## src/rtl/twagg_pkg.sv

```systemverilog
package twagg_pkg;

  localparam int TIME_W    = 32;
  localparam int TEMP_W    = 12;
  localparam int HUM_W     = 10;
  localparam int RAIN_W    = 15;
  localparam int WINDOW_W  = 16;
  localparam int RAIN_SUM_W = 21;

  localparam logic [WINDOW_W-1:0]   WINDOW_RESET = 16'd1440;
  localparam logic [RAIN_SUM_W-1:0] RAIN_LIMIT   = 21'd1280000;

  // Bit positions in the per-record presence mask.
  localparam int PRES_TEMP = 0;
  localparam int PRES_HUM  = 1;
  localparam int PRES_RAIN = 2;

  typedef logic        [TIME_W-1:0]     time_t;
  typedef logic signed [TEMP_W-1:0]     temp_t;
  typedef logic        [HUM_W-1:0]      hum_t;
  typedef logic        [RAIN_W-1:0]     rain_t;
  typedef logic        [WINDOW_W-1:0]   window_t;
  typedef logic        [RAIN_SUM_W-1:0] rain_sum_t;
  typedef logic        [2:0]            pres_t;

  typedef struct packed {
    time_t tm;
    temp_t temp;
    hum_t  hum;
    rain_t rain;
    pres_t pres;
  } entry_t;

endpackage

```

## src/rtl/twagg_ifs.sv

```systemverilog
interface twagg_rec_if import twagg_pkg::*; ();
  logic  valid;
  logic  ready;
  time_t time_minutes;
  temp_t temperature;
  logic  temperature_present;
  hum_t  humidity;
  logic  humidity_present;
  rain_t rainfall;
  logic  rainfall_present;

  modport source (output valid, time_minutes, temperature, temperature_present, humidity,
                  humidity_present, rainfall, rainfall_present, input ready);
  modport sink (input valid, time_minutes, temperature, temperature_present, humidity,
                humidity_present, rainfall, rainfall_present, output ready);
endinterface

interface twagg_res_if import twagg_pkg::*; ();
  logic      valid;
  logic      ready;
  logic      status;
  temp_t     low_temperature;
  temp_t     high_temperature;
  logic      temperature_known;
  hum_t      low_humidity;
  logic      humidity_known;
  rain_sum_t rainfall_total;
  logic      rainfall_known;

  modport source (output valid, status, low_temperature, high_temperature, temperature_known,
                  low_humidity, humidity_known, rainfall_total, rainfall_known, input ready);
  modport sink (input valid, status, low_temperature, high_temperature, temperature_known,
                low_humidity, humidity_known, rainfall_total, rainfall_known, output ready);
endinterface

interface twagg_cfg_if import twagg_pkg::*; ();
  logic    valid;
  logic    ready;
  window_t window_minutes;

  modport source (output valid, window_minutes, input ready);
  modport sink (input valid, window_minutes, output ready);
endinterface

```

## src/rtl/trailing_day_weather_aggregate_unit.sv

```systemverilog
// Flow: a rejected or first record goes straight to DONE on acceptance; any other record
// passes through PRIME and WALK, where the walk ends at the oldest filled entry or stops at
// a record outside the window, reading the older records inside the window one per cycle
// from the ring. Throughput: one record at a time; a finished result waits in DONE until
// the result register is free, and no new record is taken meanwhile.
// Reset (synchronous, rst high): ring empty, write slot 0, window 1440 minutes, no result held.
module trailing_day_weather_aggregate_unit import twagg_pkg::*; #(
  parameter int RING_DEPTH = 64
) (
  input  logic        clk,
  input  logic        rst,
  twagg_rec_if.sink   record,
  twagg_res_if.source result,
  twagg_cfg_if.sink   cfg
);

  localparam int SLOT_W  = (RING_DEPTH > 1) ? $clog2(RING_DEPTH) : 1;
  localparam int COUNT_W = $clog2(RING_DEPTH + 1);
  localparam logic [SLOT_W-1:0]  LAST_SLOT = SLOT_W'(RING_DEPTH - 1);
  localparam logic [COUNT_W-1:0] FULL      = COUNT_W'(RING_DEPTH);

  typedef enum logic [1:0] {IDLE, PRIME, WALK, DONE} state_t;

  state_t            state;
  entry_t            ring [RING_DEPTH];
  entry_t            rd_entry;
  logic [SLOT_W-1:0] write_slot;
  logic [SLOT_W-1:0] addr;
  logic [COUNT_W-1:0] filled_count;
  logic [COUNT_W-1:0] filled_next;
  logic [COUNT_W-1:0] left;
  window_t           window;
  time_t             last_time;
  time_t             now;
  logic              reject;
  logic              rejected;
  temp_t             tmin, tmax;
  hum_t              hmin;
  rain_sum_t         rsum;
  logic              tk, hk, rk;
  logic              accept;
  logic              in_window;
  logic [RAIN_SUM_W:0] rain_add;

  function automatic logic [SLOT_W-1:0] prev_slot(input logic [SLOT_W-1:0] s);
    return (s == '0) ? LAST_SLOT : s - 1'b1;
  endfunction

  assign record.ready = (state == IDLE);
  assign cfg.ready    = 1'b1;
  assign accept       = record.valid && record.ready;
  assign reject       = (filled_count != '0) && (record.time_minutes <= last_time);
  assign filled_next  = (filled_count < FULL) ? filled_count + 1'b1 : filled_count;
  assign in_window    = (now - rd_entry.tm) < {{(TIME_W-WINDOW_W){1'b0}}, window};
  assign rain_add     = {1'b0, rsum} + (RAIN_SUM_W+1)'(rd_entry.rain);

  // Record ring: written once per accepted, non-rejected record, read every cycle at the walk address.
  always_ff @(posedge clk) begin
    if (accept && !reject) begin
      ring[write_slot] <= '{tm: record.time_minutes, temp: record.temperature,
                            hum: record.humidity, rain: record.rainfall,
                            pres: {record.rainfall_present, record.humidity_present,
                                   record.temperature_present}};
    end
    rd_entry <= ring[addr];
  end

  always_ff @(posedge clk) begin
    if (rst) begin
      state        <= IDLE;
      write_slot   <= '0;
      filled_count <= '0;
      window       <= WINDOW_RESET;
      result.valid <= 1'b0;
    end else begin
      if (cfg.valid) begin
        window <= cfg.window_minutes;
      end
      if (result.valid && result.ready && state != DONE) begin
        result.valid <= 1'b0;
      end
      unique case (state)
        IDLE: begin
          if (accept) begin
            rejected <= reject;
            if (reject) begin
              tk    <= 1'b0;
              hk    <= 1'b0;
              rk    <= 1'b0;
              tmin  <= '0;
              tmax  <= '0;
              hmin  <= '0;
              rsum  <= '0;
              state <= DONE;
            end else begin
              // The new record always counts, whatever the window.
              now          <= record.time_minutes;
              last_time    <= record.time_minutes;
              tk           <= record.temperature_present;
              hk           <= record.humidity_present;
              rk           <= record.rainfall_present;
              tmin         <= record.temperature_present ? record.temperature : '0;
              tmax         <= record.temperature_present ? record.temperature : '0;
              hmin         <= record.humidity_present ? record.humidity : '0;
              rsum         <= record.rainfall_present ? RAIN_SUM_W'(record.rainfall) : '0;
              addr         <= prev_slot(write_slot);
              write_slot   <= (write_slot == LAST_SLOT) ? '0 : write_slot + 1'b1;
              filled_count <= filled_next;
              left         <= filled_next - 1'b1;
              state        <= (filled_count == '0) ? DONE : PRIME;
            end
          end
        end
        PRIME: begin
          addr  <= prev_slot(addr);
          state <= WALK;
        end
        WALK: begin
          addr <= prev_slot(addr);
          if (!in_window) begin
            state <= DONE;
          end else begin
            if (rd_entry.pres[PRES_TEMP]) begin
              if (!tk || rd_entry.temp < tmin) tmin <= rd_entry.temp;
              if (!tk || rd_entry.temp > tmax) tmax <= rd_entry.temp;
              tk <= 1'b1;
            end
            if (rd_entry.pres[PRES_HUM]) begin
              if (!hk || rd_entry.hum < hmin) hmin <= rd_entry.hum;
              hk <= 1'b1;
            end
            if (rd_entry.pres[PRES_RAIN]) begin
              rsum <= (rain_add > {1'b0, RAIN_LIMIT}) ? RAIN_LIMIT : rain_add[RAIN_SUM_W-1:0];
              rk   <= 1'b1;
            end
            left <= left - 1'b1;
            if (left == COUNT_W'(1)) begin
              state <= DONE;
            end
          end
        end
        DONE: begin
          // Hold here until the result register is free.
          if (!result.valid || result.ready) begin
            result.valid             <= 1'b1;
            result.status            <= rejected;
            result.low_temperature   <= tmin;
            result.high_temperature  <= tmax;
            result.temperature_known <= tk;
            result.low_humidity      <= hmin;
            result.humidity_known    <= hk;
            result.rainfall_total    <= rsum;
            result.rainfall_known    <= rk;
            state                    <= IDLE;
          end
        end
        default: state <= IDLE;
      endcase
    end
  end

  a_busy_after_accept: assert property (@(posedge clk) disable iff (rst)
    accept |=> !record.ready)
    else $error("record taken while a walk is in progress");

  a_fill_bound: assert property (@(posedge clk) disable iff (rst)
    filled_count <= FULL)
    else $error("fill count beyond ring depth");

  a_reject_zero: assert property (@(posedge clk) disable iff (rst)
    (result.valid && result.status) |->
      (!result.temperature_known && !result.humidity_known && !result.rainfall_known &&
       result.rainfall_total == '0 && result.low_humidity == '0))
    else $error("rejected record carries aggregates");

  a_reject_keeps_ring: assert property (@(posedge clk) disable iff (rst)
    (accept && reject) |=> ($stable(write_slot) && $stable(filled_count)))
    else $error("rejected record changed the ring");

  a_rain_bound: assert property (@(posedge clk) disable iff (rst)
    result.valid |-> (result.rainfall_total <= RAIN_LIMIT))
    else $error("rainfall sum above its limit");

endmodule
```

## src/flat_wrapper.sv

```systemverilog
// flat-port wrapper written by rule: the top's interface ports become plain ports
module trailing_day_weather_aggregate_unit_flat import twagg_pkg::*;
#(
  parameter int RING_DEPTH = 64
)
  (clk, rst, record_valid, record_time_minutes, record_temperature, record_temperature_present, record_humidity, record_humidity_present, record_rainfall, record_rainfall_present, record_ready, result_valid, result_status, result_low_temperature, result_high_temperature, result_temperature_known, result_low_humidity, result_humidity_known, result_rainfall_total, result_rainfall_known, result_ready, cfg_valid, cfg_window_minutes, cfg_ready);
  twagg_rec_if record_i ();
  twagg_res_if result_i ();
  twagg_cfg_if cfg_i ();
  input  logic clk;
  input  logic rst;
  input wire logic [$bits(record_i.valid)-1:0] record_valid;
  input wire logic [$bits(record_i.time_minutes)-1:0] record_time_minutes;
  input wire logic [$bits(record_i.temperature)-1:0] record_temperature;
  input wire logic [$bits(record_i.temperature_present)-1:0] record_temperature_present;
  input wire logic [$bits(record_i.humidity)-1:0] record_humidity;
  input wire logic [$bits(record_i.humidity_present)-1:0] record_humidity_present;
  input wire logic [$bits(record_i.rainfall)-1:0] record_rainfall;
  input wire logic [$bits(record_i.rainfall_present)-1:0] record_rainfall_present;
  output wire logic [$bits(record_i.ready)-1:0] record_ready;
  output wire logic [$bits(result_i.valid)-1:0] result_valid;
  output wire logic [$bits(result_i.status)-1:0] result_status;
  output wire logic [$bits(result_i.low_temperature)-1:0] result_low_temperature;
  output wire logic [$bits(result_i.high_temperature)-1:0] result_high_temperature;
  output wire logic [$bits(result_i.temperature_known)-1:0] result_temperature_known;
  output wire logic [$bits(result_i.low_humidity)-1:0] result_low_humidity;
  output wire logic [$bits(result_i.humidity_known)-1:0] result_humidity_known;
  output wire logic [$bits(result_i.rainfall_total)-1:0] result_rainfall_total;
  output wire logic [$bits(result_i.rainfall_known)-1:0] result_rainfall_known;
  input wire logic [$bits(result_i.ready)-1:0] result_ready;
  input wire logic [$bits(cfg_i.valid)-1:0] cfg_valid;
  input wire logic [$bits(cfg_i.window_minutes)-1:0] cfg_window_minutes;
  output wire logic [$bits(cfg_i.ready)-1:0] cfg_ready;
  assign record_i.valid = record_valid;
  assign record_i.time_minutes = record_time_minutes;
  assign record_i.temperature = record_temperature;
  assign record_i.temperature_present = record_temperature_present;
  assign record_i.humidity = record_humidity;
  assign record_i.humidity_present = record_humidity_present;
  assign record_i.rainfall = record_rainfall;
  assign record_i.rainfall_present = record_rainfall_present;
  assign record_ready = record_i.ready;
  assign result_valid = result_i.valid;
  assign result_status = result_i.status;
  assign result_low_temperature = result_i.low_temperature;
  assign result_high_temperature = result_i.high_temperature;
  assign result_temperature_known = result_i.temperature_known;
  assign result_low_humidity = result_i.low_humidity;
  assign result_humidity_known = result_i.humidity_known;
  assign result_rainfall_total = result_i.rainfall_total;
  assign result_rainfall_known = result_i.rainfall_known;
  assign result_i.ready = result_ready;
  assign cfg_i.valid = cfg_valid;
  assign cfg_i.window_minutes = cfg_window_minutes;
  assign cfg_ready = cfg_i.ready;
  trailing_day_weather_aggregate_unit #(.RING_DEPTH(RING_DEPTH)) u_core (.clk(clk), .rst(rst), .record(record_i), .result(result_i), .cfg(cfg_i));
endmodule
```

## config.mk

```make
export PLATFORM = sky130hd
export DESIGN_NAME = trailing_day_weather_aggregate_unit_flat
export DESIGN_NICKNAME = d
export VERILOG_FILES = /design/src/rtl/twagg_pkg.sv /design/src/rtl/twagg_ifs.sv /design/src/rtl/trailing_day_weather_aggregate_unit.sv /design/src/flat_wrapper.sv
export SDC_FILE = /design/constraint.sdc
export NUM_CORES = 2
export LEC_CHECK = 0
export BUFFER_PORTS_ARGS = -buffer_cell sky130_fd_sc_hd__buf_2
export CAP_MARGIN = 20
export CORE_ASPECT_RATIO = 0.8
export CORE_MARGIN = 2
export CORE_UTILIZATION = 60
export DETAILED_ROUTE_END_ITERATION = 10
export PLACE_DENSITY = 0.76
export SYNTH_ARGS = -nofsm -noshare
export SYNTH_HDL_FRONTEND = slang
export SYNTH_MEMORY_MAX_BITS = 65536
export SYNTH_SLANG_ARGS = --single-unit
```

## constraint.sdc

```tcl
create_clock -name clk -period 12.5 [get_ports clk]
set_input_delay 1.25 -clock clk [delete_from_list [all_inputs] [get_ports clk]]
set_output_delay 1.25 -clock clk [all_outputs]
set_load 0.02 [all_outputs]
```

Yosys cells after proc, flatten, opt, wreduce, memory -nomap -nowiden
Memory sizes are Yosys's and may differ from the RTL's. A register that Yosys moved wholly into a read port is not among the register bits.
Index checks and enable logic that the tools add are counted.
{"block": "word_totals", "ff_bits": 195, "ramBits": 4608, "output_inout_bits": 62, "memories": 1}
{"memory": "u_core.ring", "depth": 64, "width": 72, "read_ports": 1, "rd_ports_with_merged_regs": 1, "wr": 1, "line": "trailing_day_weather_aggregate_unit.sv:25", "rtl": "entry_t ring [RING_DEPTH];"}
{"block": "classes", "add_sub_neg": 8, "n_lt_le_gt_ge": 7, "n_eq_ne": 17, "mux": 63, "bitwise": 2, "reduce_logical": 34}
{"op": "$mux 12", "n": 9}
{"op": "$mux 21", "n": 5}
{"op": "$mux 10", "n": 6}
{"op": "$pmux 12 s2", "n": 2}
{"op": "$pmux 21 s2", "n": 1}
{"op": "$le 32x32->1", "n": 1}
{"op": "$lt 32x16->1", "n": 1}
{"op": "$sub 32x32->32", "n": 1}
{"op": "$mux 6", "n": 5}
{"op": "$mux 7", "n": 4}
{"op": "$add 21x15->22", "n": 1}
{"op": "$gt 22x21->1 const B", "n": 1}
{"op": "$pmux 10 s2", "n": 1}
{"op": "$reduce_and 5->1", "n": 4}
{"op": "$reduce_and 6->1", "n": 3}
{"op": "$mux 1", "n": 17}
{"op": "$ne 2x1->1 const B", "n": 8}
{"op": "$mux 15", "n": 1}
{"op": "$pmux 7 s2", "n": 1}
{"op": "$sub 7x1->7 const B", "n": 2}
{"op": "$gt 12x12->1", "n": 1}
{"op": "$logic_not 6->1", "n": 2}
{"op": "$lt 12x12->1", "n": 1}
{"op": "$mux 2", "n": 6}
{"op": "25 further kinds", "n": 47}

Longest topological paths before layout
{"block": "depth", "ltp_word": 6, "mapped_depth": 24, "depth_no_buf": 23}

Least setup slack after synthesis
No wires, ideal clock.
{"block": "synth_timing", "path_type": "in2reg", "startpoint": "input port record_time_minutes[28]", "endpoint": "memory u_core.ring[31][0] (netlist name), enable pin", "setup_time_ns": 0.504, "t_arrival_ns": 6.488, "path_slack_ns": 5.507, "cell_stages": 11, "n_path_buf": 1, "cell_sequence": "ha_1 > nand4_1 > nor4_1 > nand2_1 > a21oi_1 > a2111oi_0 > or3_1 > clkbuf_1 > nor2_1 > nand3_1 > nor2_1"}
{"block": "synth_via", "elab_chain_len": 6}
{"element": "start: declaration", "line": "flat_wrapper.sv:13", "rtl": "input wire logic [$bits(record_i.time_minutes)-1:0] record_time_minutes;"}
{"element": "$le 32x32->1", "line": "trailing_day_weather_aggregate_unit.sv:52", "rtl": "assign reject = (filled_count != '0) && (record.time_minutes <= last_time);"}
{"element": "$logic_and 1x1->1", "line": "trailing_day_weather_aggregate_unit.sv:52"}
{"element": "$logic_not 1->1", "line": "trailing_day_weather_aggregate_unit.sv:59", "rtl": "if (accept && !reject) begin"}
{"element": "$logic_and 1x1->1", "line": "trailing_day_weather_aggregate_unit.sv:59"}
{"element": "$mux 1", "line": "trailing_day_weather_aggregate_unit.sv:59"}
{"element": "$mux 1 (not written as such)", "line": "trailing_day_weather_aggregate_unit.sv:60", "rtl": "ring[write_slot] <= '{tm: record.time_minutes, temp: record.temperature,"}
{"element": "end: declaration", "line": "trailing_day_weather_aggregate_unit.sv:25"}
No other way between the ends.

Final worst setup path
{"block": "layout_timing", "startpoint": "input port record_time_minutes[24]", "endpoint": "memory u_core.ring[19][47] (netlist name), enable pin"}
The elaborated chain is that of the path after synthesis.

==> results summary <==
The flow ran to the end, and the final reports show no timing, DRC or antenna violations. The area taken by multi-input logic gates is 0.0413 mm2. The number of primary I/O pins is 155.

Post-CTS repair changed the size of 0 cells. The setup violation total in the final timing report is 0. The post-route fraction of the period consumed by the critical path came out at 56.7%. For this run, the leading register cell type out of synthesis is edfxtp_1. The startpoint of the worst-slack reg-to-reg timing path is u_core.last_time[28]. In this run the critical register-to-register path is captured at u_core.ring[19][47]. The finished layout holds 13200 standard cells, fillers aside. The distinct cell type count after synthesis came out at 74. The internal portion of total power is 29.6 mW. The beginning of the worst hold path is u_core.rejected. The post-CTS setup buffer count is 0. The area growth from synthesis to layout came out at 11.4%. Detailed placement finished with a half-perimeter wire length of 285 mm. The first-iteration detailed-routing DRC count is 17600. At the end of the flow, the number of nets in the layout was 8825. The post-detailed-route count of antenna-violating nets is 0.

The critical path starts at record_time_minutes[24]. STA classifies the critical path endpoint as a register. The clock power share came out at 32.3%. The first-pass GRT wire length came out at 751 mm. The maximum VDD drop came out at 0.196 mV.

Max-cap violations in this run came to 0. The maximum buffer depth of the clock tree came out at 4. The final critical delay including setup and external delays came out at 7.08 ns.

The count of placed standard cells including taps came out at 12300. The setup TNS is 0 ns. The max-slew violation total from the final report came to 0.

By count the netlist is led by 4771 x edfxtp_1, 1407 x mux4_2, 272 x clkbuf_1. The first-pass iteration count of the detailed router is 8. Cells fill 67.4% of the core in the end. Setup repair after global routing left no endpoint under its margin. The clock drives 4875 sinks. Of all nets on the critical path, the largest fanout is 66. The cell taking the most area after synthesis is edfxtp_1. The remaining global-route overflow is 0. The clock transition at the register clock pins on the worst setup and hold paths after CTS came out at 0.06 ns. A synthesized cell averages 23.2 um2.

The sequential-to-total area share from yosys stat is 77.2%. Combinational logic is responsible for 22.6% of the overall power. The clock root buffer is clkbuf_16. The total nets after synthesis came out at 8352. The clock latency on the worst-skew pair came out at 0.98 ns. The total detailed-routing wirelength came out at 544 mm. The CTS tree is done. The count of state elements after synthesis came out at 4875.

Sorting the synthesized cells by area gives the leading types as edfxtp_1 76%, mux4_2 17%, dfxtp_1 1.1%. The area taken by flip-flops and latches is 0.145 mm2. Derived from the worst setup path, the maximum achievable clock frequency is 0.141 GHz. The number of cells on the worst reg-to-reg path came out at 12. The critical path startpoint category is an input port. The switching share of power came out at 28.3%. The via count of the first global-routing pass is 94700. Counting flops with a built-in enable in the synthesized netlist gives 4771. The total core area is 0.311 mm2. In this run the tool buffered the top-level ports with 153 buffer cells. In this run the static leakage power is 66.7 nW.

The switching power total came out at 11.7 mW. The cell count after synthesis came out at 8119. The number of levels in the clock H-tree is 5. Once the floorplan was initialized, standard cells occupied 60.4% of the core. The data required time of the worst path is 13.03 ns. In this run the worst setup path terminates at u_core.ring[19][47]. Clock skew on the completed layout was measured at 0.0646 ns. The share of cells above drive strength 1 is 28.8%.

The overall die width is 630 um. The area share of the leading cell type in the synthesized netlist is 76.1%. The post-detailed-route via-to-cell ratio is 7.30. The arrival time reported for the critical path endpoint came out at 7.62 ns. For the pin with the worst max-slew slack, the measured transition is 1.28 ns. The summed instance area of the synthesized netlist came out at 0.188 mm2. edfxtp_1 is the most common cell in the netlist.

Global routing consumed, over all layers together, 34.3% of the routing resources. The average wire per standard cell came out at 41.3 um. The Yosys step of the flow raised 0 warnings.

The floorplan has 183 rows. The path category of the worst min-delay check is register to register. The final weighted congestion in routability-driven placement came out at 0.881.

The areal power density over the cells is 197 mW/mm2. In this run the tightest slew margin relative to its limit is 14.5%. The number of fill cells in the layout came out at 18300. The number of remaining DRC errors came out at 0. In this run, flip-flops and latches consume 45.1% of the power. The number of antenna violations at the first check in global routing is 50. The routed layout has 96000 vias. The register-to-register setup slack came out at 5.96 ns.

The final-report hold violation count came out at 0. The pin count of the biggest net entering global routing is 136. The die height is 505 um.

Buffers inserted during clock tree synthesis total 443. After clock tree synthesis, the flow added hold-fix buffers numbering 0. The critical setup path kind is input port to register. The area of the die is 0.318 mm2. The fraction of registers with async set or reset after synthesis is 0%.
cell type report:
cell class	count	area share (%)
sequential	4875	69.3
multi-input combinational	2704	19.7
clock buffer	565	5.65
tap	4162	2.48
timing repair buffer	428	1.56
clock inverter	242	0.986
inverter	140	0.251
antenna	41	0.0489
per-stage QoR:
stage	power [mW]	hold WS (ns)	cell area, um2	setup slack, ns
finish	41.3	0.448	210000	5.42
global route	42.3	0.461	210000	5.27
CTS	41.3	0.456	209000	5.33
detailed placement	28.0	0.441	195000	4.38
global placement	27.9	0.433	195000	4.51
floorplan	24.8	0.400	188000	5.51
layer usage:
layer,up-vias,global-route usage (%),routed length (um)
met3,1338,9.00,75700
li1,35500,-,-
met4,28,18.7,34200
met1,50300,46.9,183000
met5,-,0,198
met2,8777,51.3,251000
flip-flops by register name (all words and copies together), names as in the netlist, 2 cells and up:
| signal | flops |
|---|---|
| u_core.left | 7 |
| u_core.result.high_temperature | 12 |
| u_core.tmax | 12 |
| u_core.result.low_humidity | 10 |
| u_core.addr | 6 |
| u_core.hmin | 10 |
| u_core.state | 2 |
| u_core.result.rainfall_total | 21 |
| u_core.last_time | 32 |
| u_core.ring | 4608 |
| u_core.rd_entry | 72 |
| u_core.rsum | 21 |
| u_core.window | 16 |
| u_core.write_slot | 6 |
| u_core.tmin | 12 |
| u_core.filled_count | 7 |
| u_core.result.low_temperature | 12 |
critical path, stage by stage:
cell       delay (ns)
buf_2            0.10
buf_4            0.55
ha_1             0.26
nand4_1          0.15
nor4_1           0.60
o21ai_0          0.25
or4b_1           0.28
a2111oi_0        0.11
or3_1            0.68
nor2_1           0.34
nand3_1          0.78
nor2_4           1.10
buf_4            1.00
cell families after synthesis:
| family | synth area share (%) |
|---|---|
| buf+inv | 1.11 |
| compound gates | 1.56 |
| simple gates | 1.13 |
| fa+ha+maj | 0.939 |
| flops | 77.2 |
| mux | 17.7 |
| xor+xnor | 0.344 |
| other cells | 0.00199 |
cells in the final DEF, fill, tap and decap left out, types with 15 or more instances in the layout:
cell type / instances
buf_4: 243
xor2_1: 30
nor2_4: 66
a21o_1: 30
mux4_2: 1407
buf_2: 152
nand2b_1: 17
clkbuf_8: 16
clkbuf_1: 99
o21ai_0: 109
nand3_1: 20
nor3_1: 19
diode_2: 41
edfxtp_1: 4771
clkinv_1: 89
o221ai_1: 35
a21oi_1: 134
clkinv_2: 87
nor2b_1: 18
mux2_2: 36
ha_1: 137
nand4_1: 27
o21a_1: 18
inv_1: 140
buf_12: 24
bufinv_16: 32
mux2i_1: 120
dfxtp_1: 104
nor2_1: 114
xnor2_1: 44
clkinvlp_4: 15
clkbuf_16: 450
nand2_1: 123
o22ai_1: 38
worst min path at each step:
stage / slack [ns] / depth (start not counted) / to
2_1_floorplan: 0.40 / 0 / u_core.result.rainfall_known
3_3_place_gp: 0.43 / 0 / u_core.result.low_humidity[4]
3_5_place_dp: 0.44 / 0 / u_core.result.low_temperature[2]
4_1_cts: 0.46 / 0 / u_core.result.low_temperature[2]
5_1_grt: 0.46 / 0 / u_core.result.status
6_report: 0.45 / 0 / u_core.result.status
power groups by stage:
stage                     sequential (mW)  clock, mW  combinational (mW)
after floorplan                      18.8          0                5.95
after global placement               19.0          0                8.94
after detailed placement             19.0          0                9.03
after CTS                            18.6       13.4                9.22
after global routing                 18.6       14.0                9.70
final                                18.7       13.3                9.33
Power figures use the tool's default switching activity.
